File: src/rtl/flacchk_pkg.sv
// ----------------------------------------------------------------------------
// flacchk_pkg
// Shared types, codes and constants of the FLAC codec header checker.
// ----------------------------------------------------------------------------
package flacchk_pkg;

  // blob shorter than this is rejected first; also the byte counter ceiling
  localparam logic [5:0]  SIZE_FLOOR  = 6'd42;
  localparam logic [23:0] INFO_LEN    = 24'd34;
  localparam logic [5:0]  INFO_BYTES  = 6'd34;
  localparam logic [6:0]  KIND_INFO   = 7'd0;
  localparam logic [6:0]  KIND_BANNED = 7'd127;

  // chain walk phases
  localparam logic [1:0] PH_MARK = 2'd0;
  localparam logic [1:0] PH_HDR  = 2'd1;
  localparam logic [1:0] PH_BODY = 2'd2;

  // register indexes
  localparam logic [7:0] REG_MIN_BLOCK = 8'd0;
  localparam logic [7:0] REG_MAX_BLOCK = 8'd1;

  localparam logic [15:0] MIN_BLOCK_RESET = 16'd16;
  localparam logic [15:0] MAX_BLOCK_RESET = 16'hFFFF;

  // result codes, in check order
  localparam logic [3:0] ERR_NONE      = 4'd0;
  localparam logic [3:0] ERR_SIZE      = 4'd1;
  localparam logic [3:0] ERR_MAGIC     = 4'd2;
  localparam logic [3:0] ERR_CHAIN     = 4'd3;
  localparam logic [3:0] ERR_NO_INFO   = 4'd4;
  localparam logic [3:0] ERR_BLOCK     = 4'd5;
  localparam logic [3:0] ERR_VARIABLE  = 4'd6;
  localparam logic [3:0] ERR_CHANNELS  = 4'd7;
  localparam logic [3:0] ERR_RATE      = 4'd8;
  localparam logic [3:0] ERR_DEPTH     = 4'd9;
  localparam logic [3:0] ERR_NO_TOTAL  = 4'd10;

  typedef struct packed {
    logic [5:0]  byte_total;
    logic        marker_good;
    logic [1:0]  walk_phase;
    logic [1:0]  header_pos;
    logic [6:0]  block_kind;
    logic [23:0] bytes_left;
    logic        last_seen;
    logic        info_seen;
    logic        chain_bad;
    logic [5:0]  info_pos;
    logic [15:0] min_size_seen;
    logic [15:0] max_size_seen;
    logic [63:0] packed_fields;
  } walk_state_t;

  localparam walk_state_t STATE_CLEAR = '{
    byte_total:    6'd0,
    marker_good:   1'b1,
    walk_phase:    PH_MARK,
    header_pos:    2'd0,
    block_kind:    7'd0,
    bytes_left:    24'd0,
    last_seen:     1'b0,
    info_seen:     1'b0,
    chain_bad:     1'b0,
    info_pos:      6'd0,
    min_size_seen: 16'd0,
    max_size_seen: 16'd0,
    packed_fields: 64'd0
  };

  typedef struct packed {
    logic [3:0]  error_code;
    logic [15:0] block_size;
    logic [19:0] sample_rate;
    logic [3:0]  channel_count;
    logic [5:0]  bits_per_sample;
    logic [35:0] total_samples;
  } result_t;

  // "fLaC"
  function automatic logic [7:0] marker_byte(input logic [1:0] pos);
    logic [7:0] m;
    case (pos)
      2'd0:    m = 8'h66;
      2'd1:    m = 8'h4C;
      2'd2:    m = 8'h61;
      default: m = 8'h43;
    endcase
    return m;
  endfunction

endpackage

File: src/rtl/flac_codec_header_checker_unit.sv
// ----------------------------------------------------------------------------
// flac_codec_header_checker_unit
// Byte-wise FLAC codec header checker: marker, metadata chain, STREAMINFO.
// ----------------------------------------------------------------------------
//
//  channel | handshake               | payload
//  --------+-------------------------+---------------------------------------
//  in      | in_valid_i / in_ready_o | byte_value_i, last_byte_i
//  out     | out_valid_o/out_ready_i | error_code_o, block_size_o, ...
//  cfg     | cfg_valid_i/cfg_ready_o | cfg_index_i, cfg_data_i
//
// One item per cycle while no final byte stalls. An accepted byte is held in the
// input register, then updates the walk state; on the final byte the graded
// result is written to the output register and the walk state clears. Only a
// final byte can stall, when the output register still holds an untaken
// result; other bytes move on regardless of out_ready_i.
// Reset (rst_ni low, async) clears the walk state, empties both registers
// and restores min_block_size to 16 and max_block_size to 65535.
// cfg_ready_o is always high; unknown register indexes are dropped.
// ----------------------------------------------------------------------------
module flac_codec_header_checker_unit (
  input  logic        clk_i,
  input  logic        rst_ni,

  input  logic        in_valid_i,
  output logic        in_ready_o,
  input  logic [7:0]  byte_value_i,
  input  logic        last_byte_i,

  output logic        out_valid_o,
  input  logic        out_ready_i,
  output logic [3:0]  error_code_o,
  output logic [15:0] block_size_o,
  output logic [19:0] sample_rate_o,
  output logic [3:0]  channel_count_o,
  output logic [5:0]  bits_per_sample_o,
  output logic [35:0] total_samples_o,

  input  logic        cfg_valid_i,
  output logic        cfg_ready_o,
  input  logic [7:0]  cfg_index_i,
  input  logic [15:0] cfg_data_i
);
  import flacchk_pkg::*;

  // configuration registers
  logic [15:0] min_block_q, max_block_q;

  // input register
  logic        s1_valid_q;
  logic [7:0]  s1_byte_q;
  logic        s1_last_q;
  logic        s1_fire;

  // walk state
  walk_state_t st_q, st_d, st_upd;

  // output register
  logic        out_valid_q;
  result_t     res_q, res_d;

  assign cfg_ready_o = 1'b1;

  always_ff @(posedge clk_i or negedge rst_ni) begin
    if (!rst_ni) begin
      min_block_q <= MIN_BLOCK_RESET;
      max_block_q <= MAX_BLOCK_RESET;
    end else if (cfg_valid_i) begin
      case (cfg_index_i)
        REG_MIN_BLOCK: min_block_q <= cfg_data_i;
        REG_MAX_BLOCK: max_block_q <= cfg_data_i;
        default: ;
      endcase
    end
  end

  // A final byte needs a free output slot; anything else always advances.
  assign s1_fire    = s1_valid_q && (!s1_last_q || !out_valid_q || out_ready_i);
  assign in_ready_o = !s1_valid_q || s1_fire;

  always_ff @(posedge clk_i or negedge rst_ni) begin
    if (!rst_ni) begin
      s1_valid_q <= 1'b0;
    end else if (in_ready_o) begin
      s1_valid_q <= in_valid_i;
    end
  end

  always_ff @(posedge clk_i) begin
    if (in_ready_o && in_valid_i) begin
      s1_byte_q <= byte_value_i;
      s1_last_q <= last_byte_i;
    end
  end

  // Walk state after the byte in the input register.
  always_comb begin
    logic [23:0] hdr_len;
    logic [23:0] body_left;
    st_upd    = st_q;
    hdr_len   = {st_q.bytes_left[15:0], s1_byte_q};
    body_left = st_q.bytes_left - 24'd1;

    if (st_q.byte_total < SIZE_FLOOR) begin
      st_upd.byte_total = st_q.byte_total + 6'd1;
    end

    if (!st_q.chain_bad) begin
      case (st_q.walk_phase)
        PH_MARK: begin
          if (st_q.byte_total < 6'd4 &&
              s1_byte_q != marker_byte(st_q.byte_total[1:0])) begin
            st_upd.marker_good = 1'b0;
          end
          if (st_q.byte_total >= 6'd3) begin
            st_upd.walk_phase = PH_HDR;
          end
        end
        PH_HDR: begin
          if (st_q.header_pos == 2'd0) begin
            if (st_q.last_seen) begin
              // block after the one flagged last
              st_upd.chain_bad = 1'b1;
            end else begin
              st_upd.block_kind = s1_byte_q[6:0];
              st_upd.last_seen  = s1_byte_q[7];
              st_upd.bytes_left = '0;
              st_upd.header_pos = 2'd1;
            end
          end else begin
            st_upd.bytes_left = hdr_len;
            if (st_q.header_pos < 2'd3) begin
              st_upd.header_pos = st_q.header_pos + 2'd1;
            end else begin
              st_upd.header_pos = 2'd0;
              if (st_q.block_kind == KIND_BANNED) begin
                st_upd.chain_bad = 1'b1;
              end else if (st_q.block_kind == KIND_INFO &&
                           (st_q.info_seen || hdr_len != INFO_LEN)) begin
                // duplicate STREAMINFO or wrong length
                st_upd.chain_bad = 1'b1;
              end else begin
                if (st_q.block_kind == KIND_INFO) begin
                  st_upd.info_seen = 1'b1;
                  st_upd.info_pos  = '0;
                end
                st_upd.walk_phase = (hdr_len == 24'd0) ? PH_HDR : PH_BODY;
              end
            end
          end
        end
        PH_BODY: begin
          if (st_q.block_kind == KIND_INFO && st_q.info_pos < INFO_BYTES) begin
            if (st_q.info_pos < 6'd2) begin
              st_upd.min_size_seen = {st_q.min_size_seen[7:0], s1_byte_q};
            end else if (st_q.info_pos < 6'd4) begin
              st_upd.max_size_seen = {st_q.max_size_seen[7:0], s1_byte_q};
            end else if (st_q.info_pos >= 6'd10 && st_q.info_pos < 6'd18) begin
              st_upd.packed_fields = {st_q.packed_fields[55:0], s1_byte_q};
            end
            st_upd.info_pos = st_q.info_pos + 6'd1;
          end
          st_upd.bytes_left = body_left;
          if (body_left == 24'd0) begin
            st_upd.walk_phase = PH_HDR;
          end
        end
        default: begin
          st_upd.chain_bad = 1'b1;
        end
      endcase
    end
  end

  flacchk_judge u_judge (
    .state_i          (st_upd),
    .min_block_size_i (min_block_q),
    .max_block_size_i (max_block_q),
    .result_o         (res_d)
  );

  always_comb begin
    st_d = st_q;
    if (s1_fire) begin
      st_d = s1_last_q ? STATE_CLEAR : st_upd;
    end
  end

  always_ff @(posedge clk_i or negedge rst_ni) begin
    if (!rst_ni) begin
      st_q <= STATE_CLEAR;
    end else begin
      st_q <= st_d;
    end
  end

  always_ff @(posedge clk_i or negedge rst_ni) begin
    if (!rst_ni) begin
      out_valid_q <= 1'b0;
    end else if (s1_fire && s1_last_q) begin
      out_valid_q <= 1'b1;
    end else if (out_ready_i) begin
      out_valid_q <= 1'b0;
    end
  end

  always_ff @(posedge clk_i) begin
    if (s1_fire && s1_last_q) begin
      res_q <= res_d;
    end
  end

  assign out_valid_o       = out_valid_q;
  assign error_code_o      = res_q.error_code;
  assign block_size_o      = res_q.block_size;
  assign sample_rate_o     = res_q.sample_rate;
  assign channel_count_o   = res_q.channel_count;
  assign bits_per_sample_o = res_q.bits_per_sample;
  assign total_samples_o   = res_q.total_samples;

endmodule

File: src/rtl/flacchk_judge.sv
// ----------------------------------------------------------------------------
// flacchk_judge
// Grades the walk state after the final byte and formats the result item.
// ----------------------------------------------------------------------------
module flacchk_judge (
  input  flacchk_pkg::walk_state_t state_i,
  input  logic [15:0]              min_block_size_i,
  input  logic [15:0]              max_block_size_i,
  output flacchk_pkg::result_t     result_o
);
  import flacchk_pkg::*;

  logic [63:0] p;
  logic [3:0]  err;

  assign p = state_i.packed_fields;

  always_comb begin
    if (state_i.byte_total < SIZE_FLOOR) begin
      err = ERR_SIZE;
    end else if (!state_i.marker_good) begin
      err = ERR_MAGIC;
    end else if (state_i.chain_bad || (state_i.walk_phase != PH_HDR) ||
                 (state_i.header_pos != 2'd0) || !state_i.last_seen) begin
      err = ERR_CHAIN;
    end else if (!state_i.info_seen) begin
      err = ERR_NO_INFO;
    end else if ((state_i.min_size_seen < min_block_size_i) ||
                 (state_i.max_size_seen < min_block_size_i) ||
                 (state_i.max_size_seen > max_block_size_i) ||
                 (state_i.min_size_seen > state_i.max_size_seen)) begin
      err = ERR_BLOCK;
    end else if (state_i.min_size_seen != state_i.max_size_seen) begin
      err = ERR_VARIABLE;
    end else if (p[43:41] > 3'd1) begin
      // channel field plus one must be 1 or 2
      err = ERR_CHANNELS;
    end else if (p[63:44] == 20'd0) begin
      err = ERR_RATE;
    end else if (p[40:36] < 5'd3) begin
      // depth field plus one under 4
      err = ERR_DEPTH;
    end else if (p[35:0] == 36'd0) begin
      err = ERR_NO_TOTAL;
    end else begin
      err = ERR_NONE;
    end
  end

  always_comb begin
    result_o            = '0;
    result_o.error_code = err;
    if (err == ERR_NONE) begin
      result_o.block_size      = state_i.max_size_seen;
      result_o.sample_rate     = p[63:44];
      result_o.channel_count   = {1'b0, p[43:41]} + 4'd1;
      result_o.bits_per_sample = {1'b0, p[40:36]} + 6'd1;
      result_o.total_samples   = p[35:0];
    end
  end

endmodule
File: config.mk
export PLATFORM = sky130hd
export DESIGN_NAME = flac_codec_header_checker_unit
export DESIGN_NICKNAME = d
export VERILOG_FILES = /design/src/rtl/flacchk_pkg.sv /design/src/rtl/flac_codec_header_checker_unit.sv /design/src/rtl/flacchk_judge.sv
export SDC_FILE = /design/constraint.sdc
export NUM_CORES = 1
export LEC_CHECK = 0
export ABC_AREA = 1
export BUFFER_PORTS_ARGS = -buffer_cell sky130_fd_sc_hd__buf_2
export CORE_UTILIZATION = 56
export CTS_BUF_LIST = sky130_fd_sc_hd__clkbuf_2
export DETAILED_ROUTE_END_ITERATION = 6
export MAX_ROUTING_LAYER = met4
export PLACE_DENSITY = 0.79
export SYNTH_ARGS = -nofsm -noshare
export SYNTH_HDL_FRONTEND = slang
export SYNTH_SLANG_ARGS = --single-unit
export TNS_END_PERCENT = 50
File: constraint.sdc
create_clock -name clk_i -period 3.85 [get_ports clk_i]
set_input_delay 0.385 -clock clk_i [delete_from_list [all_inputs] [get_ports clk_i]]
set_output_delay 0.385 -clock clk_i [all_outputs]
set_load 0.1 [all_outputs]
==> impl_table.tex <==
\begin{tabular}{lr}
\hline
Metric & Value \\
\hline
\multicolumn{2}{l}{\textbf{Hold path}} \\
Class of the tightest hold or removal check & in -> async \\
\multicolumn{2}{l}{\textbf{Floorplanning}} \\
Core footprint & 25980 um\^{}2 \\
Top-Level Pins & 127 \\
Die Height & 164.7 um \\
Initial core utilization & 0.5704 \\
Horizontal die dimension & 164.7 um \\
FP Rows & 59 \\
Die Outline Area & 27120 um\^{}2 \\
\multicolumn{2}{l}{\textbf{STA}} \\
Total Negative Setup Slacks & -326.0 ps \\
Max-slew headroom at the worst pin & 0.3941 \\
Max Freq & 0.2566 GHz \\
Final Max Slew Viols & 0 \\
Endpoints failing setup & 12 \\
Share of the cycle needed by the critical path after routing & 1.012 \\
Worst Max-Slew Pin Slew & 906.7 ps \\
Clk\_skew & 76.87 ps \\
Hold Fails Final Rpt & 0 \\
Setup WS post-layout & -47.65 ps \\
Minimum clock period & 3898 ps \\
Setup repair after global routing missed its margin & true \\
\multicolumn{2}{l}{\textbf{Detailed routing}} \\
Vias per cell & 5.595 \\
Violation count after the first detailed-routing iteration & 1303 \\
Initial DRT Pass Iterations & 7 \\
Routed wire length per instance & approximately 17 um \\
Final wirelength & 42.10 mm \\
Number of nets with antenna violations after routing & 0 \\
Vias & 13740 \\
Remaining DRCs & 7 \\
\multicolumn{2}{l}{\textbf{Setup path}} \\
Critical Path Sink Type & register \\
Class of the most critical setup path & reg -> reg \\
CP Launch Point & st\_q[134] \\
Critical path launch point type & register \\
Crit path max fanout & 8 \\
Slowest library cell on the worst path & dfrtp\_1 \\
Worst flop-to-flop path startpoint & st\_q[134] \\
Data arrival time of the worst path & about 4600 ps \\
Req. time, crit path & 4560 ps \\
Critical path's most frequent cell & nand2\_1 \\
Delay of the slowest cell on the worst path & 390 ps \\
\multicolumn{2}{l}{\textbf{Placed design}} \\
Placed cell area & 16220 um\^{}2 \\
Placed wire-length estimate after detailed placement & 27.61 mm \\
Worst setup slack after placement & -141.8 ps \\
Gp weighted congestion & about 1 \\
\# port buffers & 125 \\
\multicolumn{2}{l}{\textbf{Clock tree}} \\
Clock tree buffer depth & 3 \\
TritonCTS clock tree & built \\
Master cell of the clock root buffer & clkbuf\_2 \\
Insertion delay of the later-clocked pin in the worst-skew pair & 900 ps \\
Clock slew seen by the registers of the worst setup and hold paths & $\sim$110 ps \\
CTS sink count & approximately 280 \\
Num CTS Buffers & 71 \\
Clock H-tree levels & 3 \\
\multicolumn{2}{l}{\textbf{Cells and area}} \\
\# nets final & 2179 \\
Proportion of layout cells with a drive suffix above 1 & 0.2369 \\
Area of all placed cells without fillers & 18280 um\^{}2 \\
Layout overhead on the synthesized area & 23.35\% \\
\multicolumn{2}{l}{\textbf{Synthesis}} \\
Register bit count reported by yosys & 276 \\
Number of cells produced by synthesis & roughly 1800 \\
Cell accounting for the most synthesized area & dfrtp\_1 \\
Share of flip-flops with an asynchronous set or reset & 0.6558 \\
Synth unique cells & 45 \\
Leading cell types by total area after synthesis & dfrtp\_1 (28\%), edfxtp\_1 (19\%), nand2\_1 (9.9\%), inv\_1 (6.7\%), o21ai\_0 (6.6\%) \\
EDFF count, synth & 95 \\
Synthesized cell area & 14820 um\^{}2 \\
Post-Syn Area per Cell & 8.239 um\^{}2 \\
Post-synth top area share & 0.2752 \\
Total nets after synthesis & 1912 \\
Seq/Total Area, Yosys & 0.4996 \\
Synth warnings & 0 \\
Primary flip-flop cell chosen by synthesis mapping & dfrtp\_1 \\
\multicolumn{2}{l}{\textbf{Global route}} \\
Maximum number of pins on one net before global-route repair & 91 \\
Initial antenna violation count & 1 \\
Global-route wire length before repair & 64.20 mm \\
Total Routing Usage GR & 0.3131 \\
Global route total overflow & 0 \\
Number of global-route vias before repair & approximately 13000 \\
\multicolumn{2}{l}{\textbf{Power}} \\
Power density normalized to cell area & 410.4 nW/um\^{}2 \\
VDD IR-drop max & 247.1 uV \\
P\_leak & 8.448 nW \\
\multicolumn{2}{l}{\textbf{Job}} \\
Max Cap Violations & 0 \\
\multicolumn{2}{l}{\textbf{Run status}} \\
Violated checks & DRC, setup timing \\
Run status & finished with violations \\
\hline
\end{tabular}
==> placed cells by master (no fill, tap or decap), types with 17 or more instances in the layout <==
master | netlist | final
nor2_2 | 1 | 37
dfstp_2 | 18 | 18
xor2_1 | 22 | 22
dfrtp_1 | 163 | 163
clkbuf_2 | 0 | 109
edfxtp_1 | 95 | 95
nor2_1 | 214 | 168
nand2_1 | 391 | 378
a21oi_1 | 53 | 46
buf_2 | 17 | 124
buf_4 | 1 | 83
nand4_1 | 17 | 17
nand3_1 | 54 | 50
o22ai_1 | 71 | 71
inv_1 | 266 | 251
nor3_1 | 22 | 21
o21a_1 | 27 | 22
dlygate4sd3_1 | 0 | 28
o21ai_0 | 195 | 184
ha_1 | 75 | 59
==> stage by stage <==
stage / total power, mW / utilization / cells / hold slack, ps
2_1_floorplan: 4.711 / - / 1799 / 89.41
3_3_place_gp: 5.215 / 0.6244 / 2262 / 462.3
3_5_place_dp: 5.244 / 0.6244 / 2262 / 469.4
4_1_cts: 7.484 / 0.6685 / 2423 / 142.0
5_1_grt: 7.937 / 0.7036 / 2455 / 199.3
6_report: 7.504 / 0.7036 / 2455 / 173.1
==> cells by family (layout without fill, tap and decap cells) <==
logic type | count (synthesis) | after routing | share of synthesized area
adders and majority gates | 75 | 75 | 0.06331
and+or+nand+nor | 716 | 716 | 0.1958
DFF | 276 | 276 | 0.4996
buffers and inverters | 336 | 656 | 0.08678
AOI/OAI and AO/OA | 368 | 368 | 0.1386
muxes | 1 | 1 | 0.0006754
xor gates and xnor gates | 25 | 25 | 0.01477
other | 2 | 3 | 0.0005067
==> cells in the mapped netlist, drive strengths merged, types with 2 or more instances <==
cell,instances
xor2,22
o22ai,71
nand3,55
nand4,17
a31oi,4
dfstp,18
o211ai,3
nor3,22
buf,18
a21oi,53
nand2,394
a211oi,3
xnor2,3
o31ai,2
nor4,4
o21a,27
a2111oi,2
dfrtp,163
nor2,218
nand3b,2
inv,269
edfxtp,95
ha,75
clkinv,2
clkbuf,47
o21ai,197
conb,2
==> flip-flops by register name, indices dropped and copies added, names as in the netlist, 4 cells and up <==
| register | count |
|---|---|
| block_size_o | 16 |
| bits_per_sample_o | 6 |
| s1_byte_q | 8 |
| error_code_o | 4 |
| st_q | 147 |
| channel_count_o | 4 |
| min_block_q | 16 |
| max_block_q | 16 |
| sample_rate_o | 20 |
| total_samples_o | 36 |
==> path summary, 6_finish.rpt <==
| path | to | slack [ps] | depth (start not counted) |
|---|---|---|---|
| max | block_size_o[12] | -50 | 28 |
| min | st_q[114] | 170 | 2 |
| max reg2reg | block_size_o[12] | -50 | 28 |
| min reg2reg | st_q[62] | 490 | 2 |
| max in group asynchronous | max_block_q[5] | 2700 | 3 |
| min in group clk_i | out_valid_o | 230 | 3 |
==> where the power goes <==
part	leakage (nW)	switching (mW)	total, mW	internal (mW)
clock network	0.529	1.26	2.22	0.955
logic	4.56	1.42	2.00	0.571
registers	3.36	0.104	3.29	3.19
==> worst max-delay path, delay by kind of cell, from the launching register on <==
kind / cells / cell delay [ps]
flops: 1 / 390
fa+ha+maj: 1 / 290
compound gates: 4 / 540
simple gates: 18 / 1830
buf+inv: 5 / 690
==> final cells by class <==
| type | instances | area [um^2] |
|---|---|---|
| Inverter | 271 | 1023 |
| Fill cell | 2022 | 7702 |
| Multi-Input combinational cell | 1187 | 6746 |
| Sequential cell | 276 | 7405 |
| Clock buffer | 109 | 545.5 |
| Antenna cell | 1 | 2.502 |
| Timing Repair Buffer | 259 | 1981 |
| Tap cell | 335 | 419.2 |
| Clock inverter | 17 | 160.2 |
==> metal layers <==
| metal | vias to the layer above | track usage | wire (um) |
|---|---|---|---|
| met5 | - | - | 0 |
| met4 | 0 | 0.1168 | 1171 |
| met3 | 108 | 0.05952 | 3362 |
| met2 | 591 | 0.4799 | 19940 |
| met1 | 6569 | 0.4142 | 17620 |
| li1 | 6468 | - | - |
==> timing repair <==
item,in CTS,in global routing
gates resized for setup,18,143
endpoints found under the hold margin,130,0
cloned,2,7
setup buffers,5,25
pin swaps,5,44
hold buffers,28,0
endpoints found under the setup margin,81,82
Note: power is estimated with default switching activity, not from simulation.
